## config.mk

```make
export PLATFORM = sky130hd
export DESIGN_NAME = rau_ctrl
export DESIGN_NICKNAME = d
export VERILOG_FILES = /design/src/hw/rtl/rau_pkg.sv /design/src/hw/rtl/rau_ctrl.sv
export SDC_FILE = /design/constraint.sdc
export NUM_CORES = 1
export LEC_CHECK = 0
export ABC_AREA = 1
export BUFFER_PORTS_ARGS = -buffer_cell sky130_fd_sc_hd__buf_2
export CAP_MARGIN = 15
export CORE_AREA = 2 2 39 41
export DETAILED_ROUTE_END_ITERATION = 8
export DIE_AREA = 0 0 41 43
export GPL_TIMING_DRIVEN = 0
export PLACE_DENSITY = 0.62
export REMOVE_ABC_BUFFERS = 1
export SLEW_MARGIN = 20
export SYNTH_ARGS = -nofsm -noshare
export SYNTH_HDL_FRONTEND = slang
export SYNTH_SLANG_ARGS = --single-unit
```

## constraint.sdc

```tcl
create_clock -name clk -period 1.1 [get_ports clk]
set_input_delay 0.22 -clock clk [delete_from_list [all_inputs] [get_ports clk]]
set_output_delay 0.22 -clock clk [all_outputs]
set_load 0.02 [all_outputs]
```

## src/hw/rtl/rau_pkg.sv

```systemverilog
// Shared types and constants for the rational arithmetic unit.
`timescale 1ns / 1ps
package rau_pkg;
  localparam logic [1:0] ACT_REDUCE = 2'd0;
  localparam logic [1:0] ACT_ADD    = 2'd1;
  localparam logic [1:0] ACT_MUL    = 2'd2;
  localparam logic [1:0] ACT_EQUAL  = 2'd3;

  typedef enum logic [3:0] {
    CMD_NONE,
    CMD_LOAD,
    CMD_MUL1,
    CMD_MUL2,
    CMD_SETUP,
    CMD_DIV_START,
    CMD_DIV_STEP,
    CMD_REM_TAKE,
    CMD_Q_START,
    CMD_QP_TAKE,
    CMD_QQ_TAKE,
    CMD_FINISH
  } cmd_t;

  typedef struct packed {
    cmd_t cmd;
  } ctrl_t;

  typedef struct packed {
    logic [1:0] action;
    logic       zero_zero;
    logic       mb_zero;
    logic       div_done;
  } stat_t;
endpackage

```

## src/hw/rtl/rau_ctrl.sv

```systemverilog
// Controller state machine sequencing the datapath.
`timescale 1ns / 1ps
module rau_ctrl (
  input  logic           clk,
  input  logic           rst,
  input  logic           in_valid,
  output logic           in_stall,
  output logic           out_valid,
  input  logic           out_stall,
  input  rau_pkg::stat_t stat,
  output rau_pkg::ctrl_t ctrl
);
  localparam logic [3:0] S_IDLE = 4'd0, S_MUL1 = 4'd1, S_MUL2 = 4'd2, S_CHK = 4'd3,
                         S_SETUP = 4'd4, S_LOOP = 4'd5, S_DIV = 4'd6, S_QP = 4'd7,
                         S_QQ = 4'd8, S_DONE = 4'd9;
  logic [3:0] state, state_next;

  assign in_stall = (state != S_IDLE) || out_valid;

  always_comb begin
    state_next = state;
    ctrl.cmd = rau_pkg::CMD_NONE;
    case (state)
      S_IDLE: if (in_valid && !out_valid) begin
        ctrl.cmd = rau_pkg::CMD_LOAD;
        state_next = S_MUL1;
      end
      S_MUL1: begin ctrl.cmd = rau_pkg::CMD_MUL1; state_next = S_MUL2; end
      S_MUL2: begin ctrl.cmd = rau_pkg::CMD_MUL2; state_next = S_CHK; end
      S_CHK: begin
        if (stat.action == rau_pkg::ACT_EQUAL || stat.zero_zero) begin
          ctrl.cmd = rau_pkg::CMD_FINISH;
          state_next = S_DONE;
        end else begin
          ctrl.cmd = rau_pkg::CMD_SETUP;
          state_next = S_SETUP;
        end
      end
      S_SETUP: begin
        if (stat.mb_zero) begin
          ctrl.cmd = rau_pkg::CMD_Q_START;
          state_next = S_QP;
        end else begin
          ctrl.cmd = rau_pkg::CMD_DIV_START;
          state_next = S_LOOP;
        end
      end
      S_LOOP: begin
        if (stat.div_done) begin
          ctrl.cmd = rau_pkg::CMD_REM_TAKE;
          state_next = S_SETUP;
        end else ctrl.cmd = rau_pkg::CMD_DIV_STEP;
      end
      S_QP: begin
        if (stat.div_done) begin
          ctrl.cmd = rau_pkg::CMD_QP_TAKE;
          state_next = S_QQ;
        end else ctrl.cmd = rau_pkg::CMD_DIV_STEP;
      end
      S_QQ: begin
        if (stat.div_done) begin
          ctrl.cmd = rau_pkg::CMD_QQ_TAKE;
          state_next = S_DONE;
        end else ctrl.cmd = rau_pkg::CMD_DIV_STEP;
      end
      S_DONE: state_next = S_IDLE;
      default: state_next = S_IDLE;
    endcase
  end

  always_ff @(posedge clk) begin
    if (rst) begin
      state <= S_IDLE;
      out_valid <= 1'b0;
    end else begin
      state <= state_next;
      if (state == S_DONE) out_valid <= 1'b1;
      else if (!out_stall) out_valid <= 1'b0;
    end
  end

  a_no_accept_busy: assert property (@(posedge clk) disable iff (rst)
    (state != S_IDLE) |-> in_stall) else $error("accept while busy");
  a_done_valid: assert property (@(posedge clk) disable iff (rst)
    (state == S_DONE) |=> out_valid) else $error("result lost");
  a_hold: assert property (@(posedge clk) disable iff (rst)
    (out_valid && out_stall) |=> out_valid) else $error("result dropped");
endmodule

```

==> metrics.md <==
| Metric | Value |
|---|---|
| Status | `finished with violations` |
| Failing checks | `setup timing` |
| Die height | `43 um` |
| Relative slew slack | `85.7%` |
| Initial antenna violation count | `0` |
| # diodes | `0` |
| Routed Antenna Nets | `0` |
| Primary FF master, synth | `dfxtp_1` |
| Arrival time worst endpoint | `1.28 ns` |
| Clock Skews | `0.000896 ns` |
| Remaining routing DRC violations | `0` |
| Post-synth cell types | `17` |
| RSZ-0062 raised after global routing | `true` |
| YS warnings | `0` |
| DP Worst Slack | `-0.269 ns` |
| Req. time, crit path | `0.88 ns` |
| Clock root cell | `clkbuf_4` |
| Share of layout cells above drive strength 1 | `55.8%` |
| Routability cong. | `0.764` |
| Clock Pin Slew Worst Setup and Hold Paths | `about 0.04 ns` |
| Most frequent cells in the layout | `nand2_1 (14), nand3_1 (10), buf_2 (10)` |
| Worst setup margin | `-0.404 ns` |
| Final slew viol count | `0` |
| Post-synthesis sequential area ratio | `24.0%` |
| Core area | `1380 um2` |
| Final period utilization | `137%` |
| Pwr per Cell Area | `2670 nW/um2` |
| Post-synth ARST share | `0%` |
| Final hold violations | `0` |
| PortBufs | `14` |
| Number of nets in the layout | `105` |
| Setup Crit Path Kind | `reg2out` |
| Crit start category | `register` |
| Gr usage total | `~16%` |
| Slowest CP cell | `dfxtp_4` |
| First-pass GRT wire length | `1.90 mm` |
| Lkg Pwr | `0.326 nW` |
| Final setup vio count | `9` |
| Routed WL | `1.21 mm` |
| Worst path cell trace | `inv_4, nor2_4, a21oi_2, o211ai_1, buf_4` |
| Worst slew pin tran | `0.214 ns` |
| Cells after synthesis | `71` |
| Max cap viols | `0` |
| Worst Hold Margin | `between 0.15 and 0.2 ns` |
| Number of enable flip-flop cells after synthesis | `0` |
| Wire per inst | `10.9 um` |
| Initial drt markers | `12` |
| Commonest non-fill, non-tap cell in the layout | `nand2_1` |
| Die area | `1760 um2` |
| Largest net degree at the start of global routing | `8` |
| Io pins | `15` |
| TritonCTS clock tree | `built` |
| Max Clock Freq | `roughly 660 MHz` |
| Die X | `41 um` |
| Synth Register Bits | `5` |
| Skew-Pair Late Insertion Delay | `0.23 ns` |
| Finished Layout Cells | `111` |
| Mean Syn Cell Area | `a little under 6 um2` |
| Post-Syn Area | `418 um2` |
| Crit path largest cell delay | `0.36 ns` |
| HP Class | `in2reg` |
| Setup TNS | `-2.03 ns` |
| CTS Sinks | `5` |
| Vias per cell | `4.94` |
| Final period demand of the worst path | `about 1.5 ns` |
| Grt total ovfl | `0` |
| Initial Util | `30.2%` |
| Crit end category | `output pin` |
| Maximum clock insertion buffer count | `2` |
| CTS Buf Count | `3` |
| Placed cells | `101` |
| Area delta synth->final | `59.6%` |
| Vias in the first global route | `485` |
| HPWL Detailed | `881 um` |
| FP Rows | `14` |
| Crit-path max FO | `7` |
| First drt pass iteration count | `4` |
| H-tree levels | `1` |
| Vias post-DR | `548` |
| Maximum vdd drop | `1.05 mV` |
[stage by stage]
step	power (mW)	instance area (um2)	util, %
2_1_floorplan	0.957	418	-
3_3_place_gp	1.20	508	36.7
3_5_place_dp	1.20	508	36.7
4_1_cts	1.63	624	45.1
5_1_grt	1.93	667	48.2
6_report	1.78	667	48.2
[what timing repair did]
action	CTS	global route
pin swaps	6	4
resized for setup	22	13
setup endpoints to repair	9	9
hold buffers	0	0
cloned	0	0
setup buffers	5	1
endpoints found under the hold margin	0	0
[layout make-up]
| class | instances | area (um2) |
|---|---|---|
| Multi-Input combinational cell | 56 | 334 |
| Sequential cell | 5 | 115 |
| Timing Repair Buffer | 20 | 129 |
| Clock buffer | 4 | 26.3 |
| Inverter | 10 | 42.5 |
| Fill cell | 149 | 717 |
| Tap cell | 16 | 20.0 |
[cells by family after synthesis]
logic type / after synthesis / synth area share, %
AOI/OAI and AO/OA: 12 / 16.8
buffers and inverters: 10 / 8.98
and+or+nand+nor: 44 / 50.3
DFF: 5 / 24.0
[critical path, delay by kind of cell (launching register included)]
kind | cells | cell delay (ns)
AOI/OAI and AO/OA | 2 | 0.28
and+or+nand+nor | 1 | 0.18
DFF | 1 | 0.36
buffers and inverters | 2 | 0.22
[Yosys cell counts, types with 2 or more instances]
master	instances	area, um2
a21oi_1	7	35.0
inv_2	2	7.51
nand3_2	2	20.0
nor2_2	3	18.8
dfxtp_1	5	100
nand3_1	10	50.1
inv_1	8	30.0
nand2_1	20	75.1
nor2_1	6	22.5
[metal layers]
layer	vias to the layer above	track usage (%)	wire length, um	share of wire (%)
li1	286	-	-	-
met1	248	16.7	483	40
met2	12	27.8	662	55
met3	2	1.57	55	4.5
met4	0	12.0	11	0.91
met5	-	0	0	0
[flip-flops by register name, indices dropped and copies added (netlist names)]
name	flops
state	4
out_valid	1
[report_power, final]
part,switching (mW),internal (mW),leakage [nW]
combinational,0.707,0.501,0.267
clock,0.0659,0.137,0.0150
sequential,0.105,0.263,0.0436
total,0.878,0.901,0.326
[path summary, 6_finish.rpt]
check | start | endpoint | slack, ns | cells past startpoint
min | rst | state[0] | 0.20 | 2
max reg2reg | state[2] | state[2] | -0.10 | 8
min reg2reg | out_valid | out_valid | 0.47 | 2
max | state[2] | ctrl[3] | -0.40 | 5
No activity file was read; power rests on OpenSTA's default activity.
